`src/design/fpa_pkg.sv`:
```
// Package for the Q24.8 fixed-point ALU: word types, command codes and
// the pipeline word handed from cell to cell. No dependencies.
package fpa_pkg;

    localparam int FRAC_BITS_DEF = 8;
    localparam int FRAC_MAX      = 16;
    // Dividend shift register: 32 magnitude bits plus FRAC_MAX+1 zero bits.
    localparam int DQ_W          = 33 + FRAC_MAX;

    localparam logic [31:0] MAX_RAW = 32'h7FFF_FFFF;
    localparam logic [31:0] MIN_RAW = 32'h8000_0000;

    typedef enum logic [2:0] {
        CMD_ADD = 3'd0,
        CMD_SUB = 3'd1,
        CMD_MUL = 3'd2,
        CMD_DIV = 3'd3,
        CMD_INC = 3'd4,
        CMD_DEC = 3'd5,
        CMD_MIN = 3'd6,
        CMD_MAX = 3'd7
    } t_cmd;

    typedef struct packed {
        logic [2:0]         command;
        logic signed [31:0] operand_a;
        logic signed [31:0] operand_b;
    } t_in_word;

    typedef struct packed {
        logic signed [31:0] result;
        logic               a_greater;
        logic               a_less;
        logic               a_equal;
        logic               overflow;
        logic               divide_by_zero;
    } t_out_word;

    typedef struct packed {
        logic            valid;
        t_cmd            cmd;
        logic            gt;
        logic            lt;
        logic            eq;
        logic            neg;
        logic            dz;
        logic            ovf;
        logic [31:0]     res;
        logic [63:0]     prod;
        logic [31:0]     dvs;
        logic [31:0]     rem;
        logic [DQ_W-1:0] dq;
    } t_pipe;

    // Saturates a 33-bit signed sum to 32 bits; the top bit returned is overflow.
    function automatic logic [32:0] sat33(input logic [32:0] v);
        logic [32:0] r;
        if (v[32] != v[31]) begin
            r = {1'b1, (v[32] ? MIN_RAW : MAX_RAW)};
        end else begin
            r = {1'b0, v[31:0]};
        end
        return r;
    endfunction

    // Applies a sign to a magnitude with saturation; top bit is overflow.
    function automatic logic [32:0] sat_mag(input logic [63:0] m, input logic neg);
        logic [32:0] r;
        if (neg) begin
            if (m > 64'h0000_0000_8000_0000) begin
                r = {1'b1, MIN_RAW};
            end else begin
                r = {1'b0, 32'(-m[31:0])};
            end
        end else begin
            if (m > 64'h0000_0000_7FFF_FFFF) begin
                r = {1'b1, MAX_RAW};
            end else begin
                r = {1'b0, m[31:0]};
            end
        end
        return r;
    endfunction

endpackage

```
`src/design/fpa_post.sv`:
```
// Final stage: rounds and saturates multiply and divide results and
// assembles the result word. Combinational; depends on fpa_pkg.
module fpa_post #(
    parameter int FRAC_BITS = fpa_pkg::FRAC_BITS_DEF
) (
    input  fpa_pkg::t_pipe    i_pipe,
    output fpa_pkg::t_out_word o_word
);

    logic [63:0] half;
    logic [63:0] m_mul;
    logic [63:0] m_div;
    logic [32:0] sm;
    logic [32:0] sd;

    always_comb begin
        half  = (64'(1) << FRAC_BITS) >> 1;
        m_mul = (i_pipe.prod + half) >> FRAC_BITS;
        // The cells produced floor(2n/d); adding one and halving rounds it.
        m_div = (64'(i_pipe.dq) + 64'(1)) >> 1;
        sm    = fpa_pkg::sat_mag(m_mul, i_pipe.neg);
        sd    = fpa_pkg::sat_mag(m_div, i_pipe.neg);

        o_word.a_greater      = i_pipe.gt;
        o_word.a_less         = i_pipe.lt;
        o_word.a_equal        = i_pipe.eq;
        o_word.divide_by_zero = i_pipe.dz;
        o_word.result         = i_pipe.res;
        o_word.overflow       = i_pipe.ovf;
        if (i_pipe.cmd == fpa_pkg::CMD_MUL) begin
            o_word.result   = sm[31:0];
            o_word.overflow = sm[32];
        end else if (i_pipe.cmd == fpa_pkg::CMD_DIV && !i_pipe.dz) begin
            o_word.result   = sd[31:0];
            o_word.overflow = sd[32];
        end
    end

endmodule

```
`config.mk`:
```
export PLATFORM = sky130hd
export DESIGN_NAME = fpa_post
export DESIGN_NICKNAME = d
export VERILOG_FILES = /design/src/design/fpa_pkg.sv /design/src/design/fpa_post.sv
export SDC_FILE = /design/constraint.sdc
export NUM_CORES = 1
export LEC_CHECK = 0
export BUFFER_PORTS_ARGS = -buffer_cell sky130_fd_sc_hd__buf_2
export CAP_MARGIN = 25
export CELL_PAD_IN_SITES_DETAIL_PLACEMENT = 1
export CELL_PAD_IN_SITES_GLOBAL_PLACEMENT = 1
export CORE_ASPECT_RATIO = 0.8
export CORE_MARGIN = 1.5
export CORE_UTILIZATION = 31
export DETAILED_ROUTE_END_ITERATION = 7
export GPL_ROUTABILITY_DRIVEN = 0
export PLACE_DENSITY_LB_ADDON = 0.1
export SLEW_MARGIN = 20
export SYNTH_ARGS = -nofsm -noshare
export SYNTH_HDL_FRONTEND = slang
export SYNTH_SLANG_ARGS = --single-unit
```
`constraint.sdc`:
```
create_clock -name vclk -period 5.8
set_input_delay 0.87 -clock vclk [all_inputs]
set_output_delay 0.87 -clock vclk [all_outputs]
set_load 0.1 [all_outputs]
```
==> flow_summary.toml <==
[outcome]
status = "complete, no violations"

[logic_synthesis]
yosys-top-cells-area = "xnor2_1 (7.2%), nor2_1 (6.6%), nand4_1 (5.5%)"
avgSynthCellArea_um2 = 6.10
ys_seq_area_frac = 0
yosysTopAreaCell = "xnor2_1"
ys_types = 88
syn_inst = 1111
synth_area_mm2 = 0.00678
synth_nets = 1336
yosysWarnings = 0
synth_top_area_share = 0.0724

[power]
p_leak_nw = 3.44
power_density_mw_per_mm2 = 74.3
power.total_uw = 700
peakVddDrop_mv = 0.0763

[layout]
fin_nets = 1559
areaGrowthSynthToFinish_pct = 39.1
num_antenna_cells = 0
layout_commonest_cell = "buf_2"
finalInstanceArea_mm2 = 0.00943
most-common-layout-cells = "buf_2 (146), buf_4 (121), nor2_1 (119)"
clkbuf_count = 0
drive_gt1_frac = 0.294
fillers = 2861
seq_area_um2 = 0
nFlopsAndLatches = 0

[timing]
slew_headroom = 0.424
slew_viol_final = 0
post-route-period-util = 0.979
tightest_slew_ns = 0.862
fin_tns_setup_ns = 0
setup_viol = 0
max_freq_mhz = 176
final.min_clock_period_ns = 5.68
finalHoldViolations = 0

[drt]
wl_per_cell_um = 21.6
route.detailed.drc = 0
antenna_left = 0
vias = 10000
viasPerCell = 6.24
initialDrtViolationCount = 810
wl_mm = 34.7
dr.pass1.iters = 5

[die]
start_util = 0.315
fp.dieArea_mm2 = 0.0228
io_pins = 256
rows = 48
dieWidth_um = 168
core_mm2 = 0.0215
dieHeight_um = 135

[setup_path]
crit_required_ns = 4.93
critical_path.max_fanout = 6
worstSetupStartpointType = "input pin"
cp.arrival_ns = 4.81
critical_path_class = "in -> out"
endpoint_kind = "primary output"

[place]
dpl_cell_area_mm2 = 0.00923
io_buffers = 178
place_hpwl_mm = 29.2

[run]
max-cap-violations = 0

[grt]
antenna_found_initial = 0
first_global_vias = 9405
grt-ovfl-total = 0
grt_max_degree = 49
grt_usage = 0.297
grt_pass1_wl_mm = 53.9

[worst_hold_path]
hp-class = "in -> out"
layer usage:
layer	up-vias	part of all wire	wire [um]	global-route usage
met3	18	0.085	2950	0.0386
met1	4900	0.50	17200	0.461
li1	4726	-	-	-
met4	0	0.0087	301	0.0253
met2	383	0.41	14300	0.443
met5	-	0	0	0
power by group:
group	total (mW)	switching [mW]	leakage [nW]	internal, mW
sequential	0	0	0	0
combinational	0.700	0.461	3.44	0.239
clock	0	0	0	0
total	0.700	0.461	3.44	0.239
final timing paths:
kind                   startpoint          to  cells after the start
worst min-delay path  i_pipe[212]   o_word[2]                      0
worst max-delay path  i_pipe[150]  o_word[31]                     14
final cells by class:
| cell class | instances | area [um^2] | area share |
|---|---|---|---|
| repair buffers | 297 | 2210 | 0.235 |
| well taps | 275 | 344 | 0.0365 |
| inverters | 28 | 105 | 0.0111 |
| multi-input cells | 1007 | 6760 | 0.717 |
kinds of logic after synthesis:
kind of cell | synth area share
buffers and inverters | 0.0655
and+or+nand+nor | 0.516
adders and majority gates | 0.0111
muxes | 0.0286
AOI/OAI and AO/OA | 0.274
xor gates and xnor gates | 0.105
Yosys cell counts (5+ instances only):
| library cell | number |
|---|---|
| nor2_1 | 119 |
| nand2_1 | 97 |
| nand3_1 | 70 |
| nor3_1 | 67 |
| nand4_1 | 60 |
| xnor2_1 | 56 |
| o21ai_0 | 49 |
| a21oi_1 | 43 |
| clkbuf_1 | 43 |
| nor4_1 | 38 |
| inv_1 | 27 |
| or3_1 | 27 |
| buf_2 | 25 |
| xor2_1 | 25 |
| and4_1 | 24 |
| a211oi_1 | 22 |
| and3_1 | 19 |
| or4_1 | 19 |
| or2_2 | 18 |
| a31oi_1 | 17 |
| mux2i_1 | 16 |
| o31ai_1 | 15 |
| and2_1 | 13 |
| o211ai_1 | 13 |
| nor3b_1 | 11 |
| o22ai_1 | 11 |
| nand2b_1 | 9 |
| o21a_1 | 9 |
| a221oi_1 | 8 |
| o31a_1 | 7 |
| a21o_1 | 6 |
| ha_1 | 6 |
| nor2b_1 | 6 |
| nand3b_1 | 5 |
| nand4b_1 | 5 |
metrics by stage:
stage	utilization	cells	hold WS [ns]	setup slack, ns
after floorplan	-	1111	1.95	0.00417
after global placement	0.429	1600	1.74	-0.0501
after detailed placement	0.429	1600	1.74	-0.127
after CTS	0.430	1600	1.74	0.00368
after global routing	0.438	1607	1.74	-0.00221
final	0.438	1607	1.74	0.119
repair_timing:
| item | CTS | global route |
|---|---|---|
| resized for setup | 3 | 26 |
| pin swaps | 0 | 5 |
| hold buffers | 0 | 0 |
| buffers inserted | 0 | 7 |
| endpoints found under the setup margin | 8 | 31 |
critical path, stage by stage:
cell,delay [ns]
buf_2,0.16
nand3_1,0.11
or4_1,0.56
or4_1,0.62
nor4_1,0.30
o22ai_1,0.18
or4_1,0.61
nor3_4,0.18
buf_4,0.18
buf_4,0.14
nor3b_1,0.17
o21ai_0,0.20
o221ai_2,0.31
buf_12,0.21
Power figures use the tool's default switching activity.
