<file path="config.mk">
export PLATFORM = sky130hd
export DESIGN_NAME = fpa_pre
export DESIGN_NICKNAME = d
export VERILOG_FILES = /design/src/design/fpa_pkg.sv /design/src/design/fpa_pre.sv
export SDC_FILE = /design/constraint.sdc
export NUM_CORES = 2
export LEC_CHECK = 0
export BUFFER_PORTS_ARGS = -buffer_cell sky130_fd_sc_hd__clkbuf_2
export CORE_ASPECT_RATIO = 0.75
export CORE_MARGIN = 4
export CORE_UTILIZATION = 58
export CTS_CLUSTER_DIAMETER = 150
export DETAILED_ROUTE_END_ITERATION = 16
export PLACE_DENSITY = 0.77
export SKIP_CTS_REPAIR_TIMING = 1
export SYNTH_ARGS = -nofsm -noshare
export SYNTH_HDL_FRONTEND = slang
export SYNTH_SLANG_ARGS = --single-unit
</file>
<file path="constraint.sdc">
create_clock -name i_clk -period 9.7 [get_ports i_clk]
set_input_delay 0.97 -clock i_clk [delete_from_list [all_inputs] [get_ports i_clk]]
set_output_delay 0.97 -clock i_clk [all_outputs]
set_load 0.1 [all_outputs]
</file>
<file path="src/design/fpa_pkg.sv">
// Package for the Q24.8 fixed-point ALU: word types, command codes and
// the pipeline word handed from cell to cell. No dependencies.
package fpa_pkg;

    localparam int FRAC_BITS_DEF = 8;
    localparam int FRAC_MAX      = 16;
    // Dividend shift register: 32 magnitude bits plus FRAC_MAX+1 zero bits.
    localparam int DQ_W          = 33 + FRAC_MAX;

    localparam logic [31:0] MAX_RAW = 32'h7FFF_FFFF;
    localparam logic [31:0] MIN_RAW = 32'h8000_0000;

    typedef enum logic [2:0] {
        CMD_ADD = 3'd0,
        CMD_SUB = 3'd1,
        CMD_MUL = 3'd2,
        CMD_DIV = 3'd3,
        CMD_INC = 3'd4,
        CMD_DEC = 3'd5,
        CMD_MIN = 3'd6,
        CMD_MAX = 3'd7
    } t_cmd;

    typedef struct packed {
        logic [2:0]         command;
        logic signed [31:0] operand_a;
        logic signed [31:0] operand_b;
    } t_in_word;

    typedef struct packed {
        logic signed [31:0] result;
        logic               a_greater;
        logic               a_less;
        logic               a_equal;
        logic               overflow;
        logic               divide_by_zero;
    } t_out_word;

    typedef struct packed {
        logic            valid;
        t_cmd            cmd;
        logic            gt;
        logic            lt;
        logic            eq;
        logic            neg;
        logic            dz;
        logic            ovf;
        logic [31:0]     res;
        logic [63:0]     prod;
        logic [31:0]     dvs;
        logic [31:0]     rem;
        logic [DQ_W-1:0] dq;
    } t_pipe;

    // Saturates a 33-bit signed sum to 32 bits; the top bit returned is overflow.
    function automatic logic [32:0] sat33(input logic [32:0] v);
        logic [32:0] r;
        if (v[32] != v[31]) begin
            r = {1'b1, (v[32] ? MIN_RAW : MAX_RAW)};
        end else begin
            r = {1'b0, v[31:0]};
        end
        return r;
    endfunction

    // Applies a sign to a magnitude with saturation; top bit is overflow.
    function automatic logic [32:0] sat_mag(input logic [63:0] m, input logic neg);
        logic [32:0] r;
        if (neg) begin
            if (m > 64'h0000_0000_8000_0000) begin
                r = {1'b1, MIN_RAW};
            end else begin
                r = {1'b0, 32'(-m[31:0])};
            end
        end else begin
            if (m > 64'h0000_0000_7FFF_FFFF) begin
                r = {1'b1, MAX_RAW};
            end else begin
                r = {1'b0, m[31:0]};
            end
        end
        return r;
    endfunction

endpackage

</file>
<file path="src/design/fpa_pre.sv">
// Entry stage of the ALU: compare flags, add/sub/inc/dec/min/max, the
// product magnitude and the divider setup. Depends on fpa_pkg.
module fpa_pre #(
    parameter int FRAC_BITS = fpa_pkg::FRAC_BITS_DEF
) (
    input  logic              i_clk,
    input  logic              i_rst_n,
    input  logic              i_valid,
    input  fpa_pkg::t_in_word i_word,
    output fpa_pkg::t_pipe    o_pipe
);

    logic            r_valid;
    fpa_pkg::t_pipe  r_data;
    fpa_pkg::t_pipe  n_data;

    logic signed [31:0] a;
    logic signed [31:0] b;
    logic [32:0] sa;
    logic [32:0] sb;
    logic [32:0] one;
    logic [31:0] ma;
    logic [31:0] mb;
    logic [32:0] s;

    always_comb begin
        a   = i_word.operand_a;
        b   = i_word.operand_b;
        sa  = {a[31], a};
        sb  = {b[31], b};
        one = 33'(1) << FRAC_BITS;
        ma  = a[31] ? 32'(-a) : a;
        mb  = b[31] ? 32'(-b) : b;

        n_data       = '0;
        n_data.valid = i_valid;
        n_data.cmd   = fpa_pkg::t_cmd'(i_word.command);
        n_data.gt    = a > b;
        n_data.lt    = a < b;
        n_data.eq    = a == b;
        n_data.neg   = a[31] ^ b[31];
        n_data.dz    = 1'b0;
        n_data.prod  = 64'(ma) * 64'(mb);
        n_data.dvs   = mb;
        n_data.rem   = '0;
        // The doubled, scaled dividend is the magnitude followed by zeros.
        n_data.dq    = {ma, (fpa_pkg::DQ_W - 32)'(0)};

        s = '0;
        unique case (n_data.cmd)
            fpa_pkg::CMD_ADD: s = sa + sb;
            fpa_pkg::CMD_SUB: s = sa - sb;
            fpa_pkg::CMD_INC: s = sa + one;
            fpa_pkg::CMD_DEC: s = sa - one;
            default:          s = sa;
        endcase
        {n_data.ovf, n_data.res} = fpa_pkg::sat33(s);

        unique case (n_data.cmd)
            fpa_pkg::CMD_MIN: begin
                n_data.res = n_data.lt ? a : b;
                n_data.ovf = 1'b0;
            end
            fpa_pkg::CMD_MAX: begin
                n_data.res = n_data.gt ? a : b;
                n_data.ovf = 1'b0;
            end
            fpa_pkg::CMD_DIV: begin
                n_data.dz  = (b == 32'sd0);
                n_data.res = a[31] ? fpa_pkg::MIN_RAW : fpa_pkg::MAX_RAW;
                n_data.ovf = 1'b0;
            end
            default: begin
            end
        endcase
    end

    always_ff @(posedge i_clk) begin
        if (!i_rst_n) begin
            r_valid <= 1'b0;
        end else begin
            r_valid <= n_data.valid;
        end
        r_data <= n_data;
    end

    always_comb begin
        o_pipe       = r_data;
        o_pipe.valid = r_valid;
    end

endmodule

</file>
==> impl_table.tex <==
\begin{tabular}{lr}
\hline
Metric & Value \\
\hline
\multicolumn{2}{l}{\textbf{Run status}} \\
Result of the run & complete, but fails checks \\
Failing checks & setup timing \\
\multicolumn{2}{l}{\textbf{CTS}} \\
Maximum number of buffers from clock root to sink & 2 \\
CTS tree & yes \\
Clock edge transition at the registers on the reported setup and hold paths & around 0.080 ns \\
Sinks on the clock net & 170 \\
CTS HTree Levels & 4 \\
Total clock buffers created by CTS & 17 \\
CTS Root Cell & clkbuf\_16 \\
\multicolumn{2}{l}{\textbf{Cells and area}} \\
Final cell count without fillers & about 7000 \\
Highest-count cells in the layout ignoring fill and taps & 992 x inv\_1, 865 x fa\_1, 675 x nor2\_1 \\
Synthesis-to-finish area growth & 19.0\% \\
Nets@finish & between 7000 and 8000 \\
Layout cells sized above 1 & approximately 20\% \\
Final cell area excluding filler cells & $\sim$52000 µm² \\
Filler cell count & roughly 6000 \\
Most common cell after layout, fill and taps aside & inv\_1 \\
\multicolumn{2}{l}{\textbf{Logic synthesis}} \\
Share of the yosys chip area belonging to registers & 7.75\% \\
Warnings from Yosys & 0 \\
Number of enable flip-flop cells after synthesis & 0 \\
Cell count after synthesis & 5197 \\
Total standard cell area after synthesis & $\sim$44000 µm² \\
Biggest area contributors in the synthesized netlist & fa\_1 41\%, ha\_1 10\%, inv\_1 8.6\%, dfxtp\_1 7.8\%, nor2\_1 5.8\% \\
Cell type with the highest aggregate area in the netlist & fa\_1 \\
Flip-flop and latch count after synthesis & 170 \\
Main flop type after synthesis & dfxtp\_1 \\
Avg Cell Area, Syn & 8.45 µm² \\
Number of distinct standard cells referenced by the synthesized netlist & 85 \\
Synth async-reset ratio & 0\% \\
Post-synth top area share & a little over 40\% \\
\multicolumn{2}{l}{\textbf{Floorplan}} \\
Starting density of the core & between 50 and 60\% \\
Floorplan row count & 87 \\
Core region area & 75100 µm² \\
Die Area & between 80000 and 90000 µm² \\
I/O pin cnt & 289 \\
Vertical extent of the die & between 200 and 250 µm \\
Die X & 326 µm \\
\multicolumn{2}{l}{\textbf{Critical path}} \\
Most frequent cell on the critical path & fa\_1 \\
Endpoint kind of the worst setup timing path & flop \\
Cell with the largest stage delay on the worst path & fa\_1 \\
CP Data Arrival Time & between 10 and 15 ns \\
Maximum cell stage delay along the critical path & 0.56 ns \\
Type of the worst setup path & in2reg \\
Kind of start point of the critical path & primary input \\
Crit Path Max Fanout & 5 \\
Data required time of the worst path & between 10 and 15 ns \\
\multicolumn{2}{l}{\textbf{Timing}} \\
Worst setup slack after layout & -0.0964 ns \\
Slew headroom & about a fifth \\
Final setup violation count & 3 \\
Worst Max-Slew Pin Slew & approximately 1.2 ns \\
Number of hold-slack violations in the final timing report & 0 \\
Share of the clock period used by the worst path after layout & 101\% \\
Final TNS setup & -0.243 ns \\
Timing-limited maximum frequency & approximately 100 MHz \\
Setup repair after global routing missed its margin & yes \\
Time the final worst path needs with I/O delays and setup & slightly below 10 ns \\
Final slew viol count & 0 \\
\multicolumn{2}{l}{\textbf{Global route}} \\
Antenna violations before repair & 1 \\
First-pass GRT wire length & between 200000 and 250000 µm \\
Gr usage total & 41.5\% \\
Pin count of the biggest net entering global routing & 70 \\
Via count of the first global-routing pass & around 40000 \\
Global route total overflow & 0 \\
\multicolumn{2}{l}{\textbf{Route}} \\
Routed wire length per instance & approximately 24 µm \\
Via Count & between 40000 and 50000 \\
Initial DRC count & about 4700 \\
DRC viols & 0 \\
Via count normalized by instance count & roughly 5.9 \\
Overall routed net length & $\sim$170000 µm \\
DR pass1 iterations & 7 \\
Number of nets with antenna violations after routing & 0 \\
\multicolumn{2}{l}{\textbf{Min path}} \\
Worst hold path depth & 2 \\
Hold Path Class & in2reg \\
Destination of the worst hold path & r\_valid \\
Hold Path Origin & i\_valid \\
\multicolumn{2}{l}{\textbf{Place}} \\
Total placed instance area & around 50000 µm² \\
RD Place Congestion & 1.09 \\
Cell Count Post-Placement & 6740 \\
HPWL Detailed & roughly 140000 µm \\
Port buffer count & between 200 and 250 \\
\multicolumn{2}{l}{\textbf{Flow run}} \\
Max-cap viol count & 0 \\
\hline
\end{tabular}
cell usage after synthesis, drive strengths merged (32+ instances only):
| cell | count |
|---|---|
| a21oi | 234 |
| clkbuf | 237 |
| o21a | 38 |
| buf | 80 |
| fa | 899 |
| nand4 | 32 |
| inv | 1016 |
| xnor2 | 117 |
| ha | 355 |
| nand3 | 37 |
| dfxtp | 170 |
| xor2 | 46 |
| a21o | 51 |
| nand2 | 573 |
| nor3 | 48 |
| mux2i | 35 |
| o21ai | 116 |
| nor2 | 692 |
cells by family after synthesis:
family | share of synthesized area [%]
adders and majority gates | 51.1
xor gates and xnor gates | 3.35
muxes | 0.798
and+or+nand+nor | 14.7
buffers and inverters | 12.1
other | 0.00854
AOI/OAI and AO/OA | 10.2
DFF | 7.75
critical path: cells and delay by family:
| kind | cells | cell delay [ns] |
|---|---|---|
| AND/OR/NAND/NOR | 10 | 2.72 |
| buffers and inverters | 9 | 0.74 |
| XOR/XNOR | 1 | 0.13 |
| AO/OA/AOI/OAI | 7 | 1.31 |
| adder cells (fa/ha/maj) | 9 | 4.32 |
registers in the layout, summed over array words and instances (netlist names):
name and count:
o_pipe 169, r_valid 1
per-stage QoR:
step	setup slack, ns	hold slack [ns]	util, %
2_1_floorplan	0.00508	0.998	-
3_3_place_gp	-0.596	1.17	66.9
3_5_place_dp	-0.709	1.18	66.9
4_1_cts	-0.203	0.610	67.7
5_1_grt	-0.271	0.650	69.5
6_report	-0.0964	0.639	69.5
routing by layer:
metal | part of all wire [%] | GRT usage [%] | vias up
li1 | - | - | 17200
met1 | 40 | 56.9 | 19600
met2 | 38 | 54.1 | 2824
met3 | 18 | 24.0 | 429
met4 | 3.7 | 13.6 | 8
met5 | 0.27 | 3.80 | -
layout make-up:
type | count | area (µm²) | area share (%)
repair buffers | 882 | 6570 | 12.6
inverters | 1030 | 3880 | 7.44
multi-input cells | 3728 | 36600 | 70.0
clock buffers | 18 | 439 | 0.841
well taps | 979 | 1220 | 2.35
flip-flops and latches | 170 | 3400 | 6.52
clock inverters | 14 | 149 | 0.285
diodes | 2 | 5.00 | 0.00958
worst max-delay path by stage:
| stage | from | endpoint | slack, ns | cells past startpoint |
|---|---|---|---|---|
| after floorplan | i_word[34] | o_pipe[173] | 0.005 | 35 |
| after global placement | i_word[34] | o_pipe[170] | -0.60 | 38 |
| after detailed placement | i_word[34] | o_pipe[176] | -0.71 | 38 |
| after CTS | i_word[34] | o_pipe[174] | -0.20 | 37 |
| after global routing | i_word[36] | o_pipe[172] | -0.27 | 36 |
| final | i_word[36] | o_pipe[172] | -0.1 | 36 |
Power is not shown: default switching activity piles up to over one toggle a cycle in this logic, so the estimate is an artifact.
