## src/design/fpa_pkg.sv

```systemverilog
// Package for the Q24.8 fixed-point ALU: word types, command codes and
// the pipeline word handed from cell to cell. No dependencies.
package fpa_pkg;

    localparam int FRAC_BITS_DEF = 8;
    localparam int FRAC_MAX      = 16;
    // Dividend shift register: 32 magnitude bits plus FRAC_MAX+1 zero bits.
    localparam int DQ_W          = 33 + FRAC_MAX;

    localparam logic [31:0] MAX_RAW = 32'h7FFF_FFFF;
    localparam logic [31:0] MIN_RAW = 32'h8000_0000;

    typedef enum logic [2:0] {
        CMD_ADD = 3'd0,
        CMD_SUB = 3'd1,
        CMD_MUL = 3'd2,
        CMD_DIV = 3'd3,
        CMD_INC = 3'd4,
        CMD_DEC = 3'd5,
        CMD_MIN = 3'd6,
        CMD_MAX = 3'd7
    } t_cmd;

    typedef struct packed {
        logic [2:0]         command;
        logic signed [31:0] operand_a;
        logic signed [31:0] operand_b;
    } t_in_word;

    typedef struct packed {
        logic signed [31:0] result;
        logic               a_greater;
        logic               a_less;
        logic               a_equal;
        logic               overflow;
        logic               divide_by_zero;
    } t_out_word;

    typedef struct packed {
        logic            valid;
        t_cmd            cmd;
        logic            gt;
        logic            lt;
        logic            eq;
        logic            neg;
        logic            dz;
        logic            ovf;
        logic [31:0]     res;
        logic [63:0]     prod;
        logic [31:0]     dvs;
        logic [31:0]     rem;
        logic [DQ_W-1:0] dq;
    } t_pipe;

    // Saturates a 33-bit signed sum to 32 bits; the top bit returned is overflow.
    function automatic logic [32:0] sat33(input logic [32:0] v);
        logic [32:0] r;
        if (v[32] != v[31]) begin
            r = {1'b1, (v[32] ? MIN_RAW : MAX_RAW)};
        end else begin
            r = {1'b0, v[31:0]};
        end
        return r;
    endfunction

    // Applies a sign to a magnitude with saturation; top bit is overflow.
    function automatic logic [32:0] sat_mag(input logic [63:0] m, input logic neg);
        logic [32:0] r;
        if (neg) begin
            if (m > 64'h0000_0000_8000_0000) begin
                r = {1'b1, MIN_RAW};
            end else begin
                r = {1'b0, 32'(-m[31:0])};
            end
        end else begin
            if (m > 64'h0000_0000_7FFF_FFFF) begin
                r = {1'b1, MAX_RAW};
            end else begin
                r = {1'b0, m[31:0]};
            end
        end
        return r;
    endfunction

endpackage

```

## src/design/fpa_div_cell.sv

```systemverilog
// One restoring-division cell: takes one dividend bit, forms one quotient
// bit and passes the whole pipeline word on. Depends on fpa_pkg.
module fpa_div_cell (
    input  logic           i_clk,
    input  logic           i_rst_n,
    input  fpa_pkg::t_pipe i_pipe,
    output fpa_pkg::t_pipe o_pipe
);

    logic           r_valid;
    fpa_pkg::t_pipe r_data;
    fpa_pkg::t_pipe n_data;
    logic [32:0]    trial;
    logic           ge;

    always_comb begin
        trial = {i_pipe.rem, i_pipe.dq[fpa_pkg::DQ_W-1]};
        ge    = trial >= {1'b0, i_pipe.dvs};
        n_data     = i_pipe;
        n_data.rem = ge ? 32'(trial - {1'b0, i_pipe.dvs}) : trial[31:0];
        n_data.dq  = {i_pipe.dq[fpa_pkg::DQ_W-2:0], ge};
    end

    always_ff @(posedge i_clk) begin
        if (!i_rst_n) begin
            r_valid <= 1'b0;
        end else begin
            r_valid <= i_pipe.valid;
        end
        r_data <= n_data;
    end

    always_comb begin
        o_pipe       = r_data;
        o_pipe.valid = r_valid;
    end

endmodule

```

## config.mk

```make
export PLATFORM = sky130hd
export DESIGN_NAME = fpa_div_cell
export DESIGN_NICKNAME = d
export VERILOG_FILES = /design/src/design/fpa_pkg.sv /design/src/design/fpa_div_cell.sv
export SDC_FILE = /design/constraint.sdc
export NUM_CORES = 1
export LEC_CHECK = 0
export BUFFER_PORTS_ARGS = -buffer_cell sky130_fd_sc_hd__buf_4
export CAP_MARGIN = 20
export CORE_AREA = 2 2 171 173
export DETAILED_ROUTE_END_ITERATION = 12
export DIE_AREA = 0 0 173 175
export GPL_TIMING_DRIVEN = 0
export MAX_ROUTING_LAYER = met4
export PLACE_DENSITY = 0.59
export SYNTH_ARGS = -nofsm -noshare
export SYNTH_HDL_FRONTEND = slang
export SYNTH_SLANG_ARGS = --single-unit
```

## constraint.sdc

```tcl
create_clock -name i_clk -period 3.88 [get_ports i_clk]
set_clock_uncertainty 0.15 [all_clocks]
set_input_delay 0.388 -clock i_clk [delete_from_list [all_inputs] [get_ports i_clk]]
set_output_delay 0.388 -clock i_clk [all_outputs]
set_load 0.1 [all_outputs]
```

==> results.py, run 1 <==
metrics = {
    "clocking": {
        "cts_tree": "yes",
        "cts.sinks": 219,
        "path_clk_slew_ps": 60,
        "cts_inserted_buffers": 25,
        "clockRootBuffer": "clkbuf_16",
        "clock_tree.buffer_depth": 3,
        "cts_max_level": 1,
    },
    "global_route": {
        "antenna_found_initial": 4,
        "grt_pass1_vias": 7168,
        "grt_usage_pct": 19.0,
        "grt_pass1_wl_mm": 43.1,
        "overflow": 0,
        "grt_start_max_net_pins": 14,
    },
    "power_and_ir_drop": {
        "cellPowerDensity_mw_per_mm2": 535,
        "peakVddDrop_mv": 0.436,
        "p_leak_nw": 6.37,
        "finalPower_mw": 7.17,
    },
    "sta": {
        "fin_crit_ps": 3660,
        "max_freq_mhz": 273,
        "setup_ws_ps": 217,
        "rsz0062_at_grt": "false",
        "maxSlewViolCount": 0,
        "final_hold_viol_count": 0,
        "worst_slew_pin_slew_ps": 631,
        "setup_viol_count_final": 0,
        "finalCritPeriodShare_pct": 94.4,
        "slew_headroom_pct": 57.7,
        "tns_ps": 0,
        "finalHoldWorstSlack_ps": 25.5,
    },
    "outcome": {
        "outcome": "completed",
    },
    "yosys": {
        "yosysMostFrequentCell": "dfxtp_1",
        "seq_area_frac_synth_pct": 66.4,
        "syn_avg_cell_area_um2": 11.7,
        "synth_ff_type": "dfxtp_1",
        "netlist_area_mm2": 0.00661,
        "yosys.area.top_type": "dfxtp_1",
        "synthDistinctLibCells": 48,
        "synth_warnings": 0,
        "synth_common_cells": "dfxtp_1, a21oi_1, inv_1",
        "synth_nets": 820,
        "synthTopCellsByArea": "dfxtp_1, ha_1, a21oi_1, inv_1, nor2_1",
        "synth_seq_cells": 219,
        "synth_top_area_share_pct": 66.4,
        "async_reset_ff_share_pct": 0,
        "syn-instance-count": 566,
        "synth_edf_count": 0,
    },
    "drt": {
        "wl_per_cell_um": 17.7,
        "num_vias": 6753,
        "wl_mm": 29.4,
        "drc": 0,
        "topRoutingLayerUsed": "met4",
        "m1WireLength_mm": 11.6,
        "viasPerCell": 4.08,
        "drt_first_pass_iters": 4,
        "ant_nets": 0,
        "route.met2.wl_mm": 14.8,
        "wl_met3_mm": 2.03,
        "drtIter0Drc": 242,
    },
    "setup_path": {
        "critical_path.max_stage_delay_ps": 540,
        "crit_type": "input pin to flip-flop",
        "cp_top_family": "compound AO/OA/AOI/OAI gates",
        "critPathBufInv": 3,
        "cp-end-kind": "flip-flop",
        "cp_slowest_cell": "dlygate4sd3_1",
        "critical_path_required_ps": 4140,
        "cp_data_arrival_time_ps": 3920,
        "path_max_fanout": 4,
        "worstSetupStartpointType": "input pin",
        "worstPathCellList": "dlygate4sd3_1, buf_4, inv_1, ha_1, fa_1, nand2b_1, a21oi_1, o21ai_1, o311a_1, a31oi_2, a21oi_1, o41ai_2, xor2_1, mux2_1",
        "cpMostUsedCell": "a21oi_1",
    },
    "placement": {
        "io_buffers": 439,
        "routabilityCongestion": 0.844,
        "place_ws_ps": -103,
        "dp_hpwl_mm": 20.8,
    },
    "die": {
        "rows": 62,
        "die-area_mm2": 0.0303,
        "fp.dieW_um": 173,
        "start_util_pct": 23.3,
        "core_mm2": 0.0284,
        "fp.dieH_um": 175,
        "ios": 440,
    },
    "final_layout": {
        "fillCellCount": 2589,
        "drive_above_1_share_pct": 39.9,
        "nets": 1506,
        "area.growth.synth_to_final_pct": 103,
    },
    "job": {
        "maxCapViolations": 0,
    },
    "min_path": {
        "hp-class": "input pin to flip-flop",
    },
}
## placed cells by master, fill, tap and decap left out, drive strengths merged, types with 4 or more instances in the layout
master	instances
dfxtp	219
a21oi	56
nand3	8
nor4	4
mux2	10
diode	4
xnor2	15
inv	39
dlygate4sd3	218
ha	32
a21o	12
nand4	8
a31oi	5
nor2	35
clkinv	7
o21a	6
o211ai	4
xor2	12
buf	453
nand2	26
a211oi	4
clkbuf	39
o21ai	18
## layer usage
| layer | track usage (%) | vias up |
|---|---|---|
| met2 | 33.0 | 266 |
| met5 | - | - |
| met3 | 5.31 | 47 |
| met4 | 6.81 | 0 |
| li1 | - | 3288 |
| met1 | 20.9 | 3152 |
## power breakdown
group | switching (mW) | internal (mW) | total (mW) | leakage (nW)
clock | 0.957 | 1.33 | 2.28 | 0.390
sequential | 0.0530 | 2.43 | 2.48 | 1.85
combinational | 1.73 | 0.672 | 2.40 | 4.13
## flip-flops by register name (all words and copies together) (netlist names)
| name | count |
|---|---|
| r_valid | 1 |
| o_pipe | 218 |
## worst paths after layout
check / startpoint / end / slack, ps / cells past startpoint
max: i_pipe[48] / o_pipe[79] / 220 / 14
min: i_pipe[60] / o_pipe[61] / 30 / 3
## layout make-up
cell class / instances / area, um2 / share of cell area, %
diodes: 4 / 10.0 / 0.0747
plain buffers: 19 / 97.6 / 0.728
clock buffers: 32 / 692 / 5.16
clock inverters: 11 / 104 / 0.775
inverters: 38 / 143 / 1.06
multi-input cells: 290 / 2000 / 14.9
flip-flops and latches: 219 / 4380 / 32.7
well taps: 384 / 480 / 3.59
repair buffers: 659 / 5490 / 41.0
## kinds of logic (layout without fill, tap and decap cells)
logic type | after synthesis | count (layout) | share of synthesized area (%)
AOI/OAI and AO/OA | 119 | 119 | 11.1
xor gates and xnor gates | 27 | 27 | 3.58
adders and majority gates | 33 | 33 | 6.36
buffers and inverters | 57 | 759 | 3.64
DFF | 219 | 219 | 66.4
muxes | 11 | 11 | 1.86
other | 0 | 4 | 0
and+or+nand+nor | 100 | 100 | 7.14
## what timing repair did
item                                   CTS  global route
setup buffers                            0             2
resized for setup                        0             3
endpoints found under the hold margin  216             0
setup endpoints to repair                0            23
hold buffers                           218             0
## metrics by stage
stage / cell area, um2 / std cells / util [%]
3_3_place_gp: 10400 / 1389 / 36.6
2_1_floorplan: 6610 / 566 / -
4_1_cts: 13400 / 1650 / 47.1
3_5_place_dp: 10400 / 1389 / 36.6
6_report: 13400 / 1656 / 47.2
5_1_grt: 13400 / 1656 / 47.2
Power figures use the tool's default switching activity.
==> inputs of run 2 (changes only) <==
--- a/config.mk
+++ b/config.mk
@@ -6,7 +6,6 @@
 export NUM_CORES = 1
 export LEC_CHECK = 0
 export BUFFER_PORTS_ARGS = -buffer_cell sky130_fd_sc_hd__buf_4
-export CAP_MARGIN = 20
 export CORE_AREA = 2 2 171 173
 export DETAILED_ROUTE_END_ITERATION = 12
 export DIE_AREA = 0 0 173 175
==> constraint.sdc (replaced) <==
create_clock -name i_clk -period 3.5 [get_ports i_clk]
set_clock_uncertainty 0.15 [all_clocks]
set_input_delay 0.35 -clock i_clk [delete_from_list [all_inputs] [get_ports i_clk]]
set_output_delay 0.35 -clock i_clk [all_outputs]
set_load 0.1 [all_outputs]
==> results.py, run 2 (synthesis results as in run 1) <==
metrics = {
    "final_layout": {
        "final_common_cell": "buf_4",
        "largest_reg_flops": 218,
        "final_core_util_pct": 47.3,
        "area.growth.synth_to_final_pct": 103,
        "layout_common_cells": "buf_4, dlygate4sd3_1, dfxtp_1",
        "fin_cells": 1658,
        "final_area_mm2": 0.0134,
        "fillCellCount": 2594,
        "nets": 1509,
        "drive_above_1_share_pct": 39.8,
    },
    "drt": {
        "drc": 0,
        "ant_nets": 0,
        "viasPerCell": 4.07,
        "drtIter0Drc": 235,
        "drt_first_pass_iters": 5,
        "num_vias": 6755,
        "wl_per_cell_um": 17.8,
        "wl_mm": 29.4,
    },
    "clocking": {
        "clockRootBuffer": "clkbuf_16",
        "cts.sinks": 219,
        "cts_tree": "yes",
        "cts_inserted_buffers": 25,
        "path_clk_slew_ps": 60,
        "clock_tree.buffer_depth": 3,
        "cts_max_level": 1,
    },
    "sta": {
        "maxSlewViolCount": 0,
        "tns_ps": 0,
        "finalHoldWorstSlack_ps": 54.8,
        "final_hold_viol_count": 0,
        "fin_crit_ps": 3360,
        "rsz0062_at_grt": "false",
        "worst_slew_pin_slew_ps": 679,
        "setup_viol_count_final": 0,
        "max_freq_mhz": 297,
        "finalCritPeriodShare_pct": 96.1,
        "setup_ws_ps": 135,
        "slew_headroom_pct": 54.5,
    },
    "placement": {
        "dp_cells": 1389,
        "routabilityCongestion": 0.844,
        "place_area_mm2": 0.0104,
        "dp_hpwl_mm": 20.8,
        "place_ws_ps": -445,
        "io_buffers": 439,
    },
    "die": {
        "fp.dieH_um": 175,
        "fp.dieW_um": 173,
        "start_util_pct": 23.3,
        "ios": 440,
        "rows": 62,
        "core_mm2": 0.0284,
        "die-area_mm2": 0.0303,
    },
    "global_route": {
        "antenna_found_initial": 3,
        "met3_usage_pct": 5.83,
        "top_usage_layer": "met2",
        "use_met2_pct": 33.4,
        "grt_pass1_wl_mm": 43.2,
        "grtUsageMet1_pct": 20.5,
        "overflow": 0,
        "grt_pass1_vias": 7185,
        "grt_usage_pct": 19.1,
        "grt_start_max_net_pins": 14,
    },
    "setup_path": {
        "worstSetupStartpointType": "input pin",
        "cp_data_arrival_time_ps": 3620,
        "crit_type": "input pin to flip-flop",
        "critical_path_required_ps": 3750,
        "path_max_fanout": 5,
        "cp-end-kind": "flip-flop",
    },
    "power_and_ir_drop": {
        "peakVddDrop_mv": 0.485,
        "finalPower_mw": 7.95,
        "cellPowerDensity_mw_per_mm2": 592,
        "p_leak_nw": 6.38,
    },
    "outcome": {
        "outcome": "completed",
    },
    "job": {
        "maxCapViolations": 0,
    },
    "min_path": {
        "hp-class": "input pin to flip-flop",
    },
}
==> run 2: cell types whose count changed in the layout (fill, tap and decap cells not counted) <==
cell | before | now
dlygate4sd3_1 | 218 | 221
diode_2 | 4 | 3
==> run 2: final cells by class <==
type                            count  area [um2]  share of cell area [%]
Inverter                           38         143                    1.06
Multi-Input combinational cell    290        2000                    14.9
Timing Repair Buffer              662        5520                    41.1
Buffer                             19        97.6                   0.727
Clock inverter                     11         104                   0.773
Antenna cell                        3        7.51                  0.0559
Clock buffer                       32         692                    5.15
Tap cell                          384         480                    3.58
Sequential cell                   219        4380                    32.6
==> run 2: final timing paths <==
path | start | to | slack (ps) | cells past startpoint
setup / recovery | i_pipe[51] | o_pipe[75] | 140 | 12
hold / removal | i_pipe[82] | o_pipe[50] | 50 | 3
==> run 2: worst max-delay path, stage by stage <==
cell           delay (ps)
dlygate4sd3_1         540
buf_4                 140
ha_1                  350
o211ai_1              180
a21oi_1               100
o21ai_1               380
o311a_1               290
a31oi_2               150
a21oi_1               450
o21ai_0               210
xor2_1                180
mux2_1                300
==> run 2: layer usage <==
layer	part of all wire, %	vias to the layer above
met3	7.2	47
met1	39	3149
met4	3.1	0
li1	-	3297
met2	51	262
met5	0	-
==> run 2: repair_timing <==
item | CTS | global route
setup buffers | 0 | 2
hold endpoints to repair | 218 | 0
resized for setup | 0 | 3
endpoints found under the setup margin | 0 | 23
hold buffers | 221 | 0
==> run 2: power by group <==
part / internal (mW) / switching [mW] / leakage, nW
combinational: 0.748 / 1.92 / 4.14
clock: 1.47 / 1.06 / 0.390
sequential: 2.69 / 0.0591 / 1.85
total: 4.91 / 3.03 / 6.38
==> inputs of run 3 (changes only) <==
--- a/config.mk
+++ b/config.mk
@@ -10,7 +10,6 @@
 export DETAILED_ROUTE_END_ITERATION = 12
 export DIE_AREA = 0 0 173 175
 export GPL_TIMING_DRIVEN = 0
-export MAX_ROUTING_LAYER = met4
 export PLACE_DENSITY = 0.59
 export SYNTH_ARGS = -nofsm -noshare
 export SYNTH_HDL_FRONTEND = slang
==> results.py, run 3 (synthesis results as in run 1) <==
metrics = {
    "drt": {
        "drt_first_pass_iters": 4,
        "ant_nets": 0,
        "wl_mm": 29.5,
        "drc": 0,
        "viasPerCell": 4.11,
        "wl_per_cell_um": 17.8,
        "num_vias": 6809,
        "drtIter0Drc": 229,
    },
    "final_layout": {
        "area.growth.synth_to_final_pct": 103,
        "largest_reg_flops": 218,
        "final_common_cell": "buf_4",
        "multi_input_area_mm2": 0.00200,
        "layout_common_cells": "buf_4, dlygate4sd3_1, dfxtp_1",
        "fin_cells": 1656,
        "fillCellCount": 2592,
        "nets": 1509,
        "final_area_mm2": 0.0134,
        "area.sequential_mm2": 0.00438,
        "final_core_util_pct": 47.3,
        "drive_above_1_share_pct": 39.8,
    },
    "die": {
        "die-area_mm2": 0.0303,
        "rows": 62,
        "fp.dieW_um": 173,
        "core_mm2": 0.0284,
        "ios": 440,
        "fp.dieH_um": 175,
        "start_util_pct": 23.3,
    },
    "setup_path": {
        "critical_path_required_ps": 3750,
        "path_max_fanout": 5,
        "critPathBufInv": 2,
        "cp_slowest_cell": "dlygate4sd3_1",
        "worstPathCellList": "dlygate4sd3_1, buf_4, ha_1, o211ai_1, a21oi_1, o21ai_1, o311a_1, a31oi_2, a21oi_1, o21ai_0, xor2_1, mux2_1",
        "crit_type": "input pin to flip-flop",
        "cp-end-kind": "flip-flop",
        "cp_top_family": "compound AO/OA/AOI/OAI gates",
        "cp_data_arrival_time_ps": 3600,
        "worstSetupStartpointType": "input pin",
        "critical_path.max_stage_delay_ps": 540,
        "cpMostUsedCell": "a21oi_1",
    },
    "power_and_ir_drop": {
        "power_frac_seq_pct": 34.6,
        "peakVddDrop_mv": 0.487,
        "intPower_mw": 4.91,
        "swShare_pct": 38.2,
        "p_leak_nw": 6.38,
        "combPwrFrac_pct": 33.5,
        "p_clk_share_pct": 31.9,
        "p_switching_mw": 3.04,
        "finalPower_mw": 7.95,
        "cellPowerDensity_mw_per_mm2": 592,
    },
    "clocking": {
        "cts_inserted_buffers": 25,
        "clockRootBuffer": "clkbuf_16",
        "cts_max_level": 1,
        "cts_tree": "yes",
        "clock_tree.buffer_depth": 3,
        "path_clk_slew_ps": 60,
        "cts.sinks": 219,
    },
    "sta": {
        "worst_slew_pin_slew_ps": 616,
        "max_freq_mhz": 299,
        "fin_crit_ps": 3340,
        "setup_viol_count_final": 0,
        "final_hold_viol_count": 0,
        "finalCritPeriodShare_pct": 95.5,
        "maxSlewViolCount": 0,
        "rsz0062_at_grt": "false",
        "slew_headroom_pct": 58.7,
    },
    "placement": {
        "routabilityCongestion": 0.831,
        "place_area_mm2": 0.0104,
        "dp_hpwl_mm": 20.8,
        "dp_cells": 1389,
        "io_buffers": 439,
    },
    "global_route": {
        "grt_start_max_net_pins": 14,
        "antenna_found_initial": 3,
        "grt_pass1_vias": 7179,
        "overflow": 0,
        "grt_usage_pct": 18.5,
        "grt_pass1_wl_mm": 43.2,
    },
    "min_path": {
        "hp-class": "input pin to flip-flop",
    },
    "outcome": {
        "outcome": "completed",
    },
    "job": {
        "maxCapViolations": 0,
    },
}
-- run 3: cell types whose count changed in the layout (fill, tap and decap cells not counted), sizes merged --
cell   before  now
diode       3    1
-- run 3: power by group through the flow --
stage	clock, mW	combinational [mW]	sequential [mW]
final	2.53	2.66	2.75
after CTS	2.61	2.66	2.75
after detailed placement	0	2.44	2.80
after global placement	0	2.44	2.80
after global routing	2.73	2.76	2.77
after floorplan	0	0.360	4.22
-- run 3: what timing repair did --
action                     4_1_cts  5_1_grt
setup buffers                    0        2
hold endpoints to repair       218        0
setup endpoints to repair        0       23
hold buffers                   221        0
resized for setup                0        3
-- run 3: area by class of cell --
cell class | instances | share of cell area [%]
Clock buffer | 32 | 5.15
Antenna cell | 1 | 0.0186
Sequential cell | 219 | 32.7
Clock inverter | 11 | 0.774
Multi-Input combinational cell | 290 | 14.9
Inverter | 38 | 1.06
Tap cell | 384 | 3.58
Timing Repair Buffer | 662 | 41.1
Buffer | 19 | 0.727
-- run 3: tightest hold or removal path, stage by stage --
cell,delay [ps]
buf_4,110
fa_1,150
a21oi_1,60
-- run 3: through the flow --
stage / hold slack, ps / TNS [ps] / worst slack (ps)
2_1_floorplan: 228 / 0 / 368
5_1_grt: 61.3 / 0 / 23.9
3_3_place_gp: 305 / -11220 / -438
6_report: 54.0 / 0 / 157
3_5_place_dp: 305 / -11530 / -445
4_1_cts: 29.9 / 0 / 21.3
-- run 3: metal layers --
metal / share of wire (%) / GRT usage [%] / routed length, um
met5: 0.078 / 0 / 23
met4: 3.5 / 6.46 / 1020
met2: 50 / 33.4 / 14800
met3: 7.4 / 5.70 / 2180
met1: 39 / 20.6 / 11400
-- run 3: path summary, 6_finish.rpt --
kind                    from         end  slack [ps]  cells after the start
hold / removal    i_pipe[82]  o_pipe[50]          50                      3
setup / recovery  i_pipe[51]  o_pipe[75]         160                     12
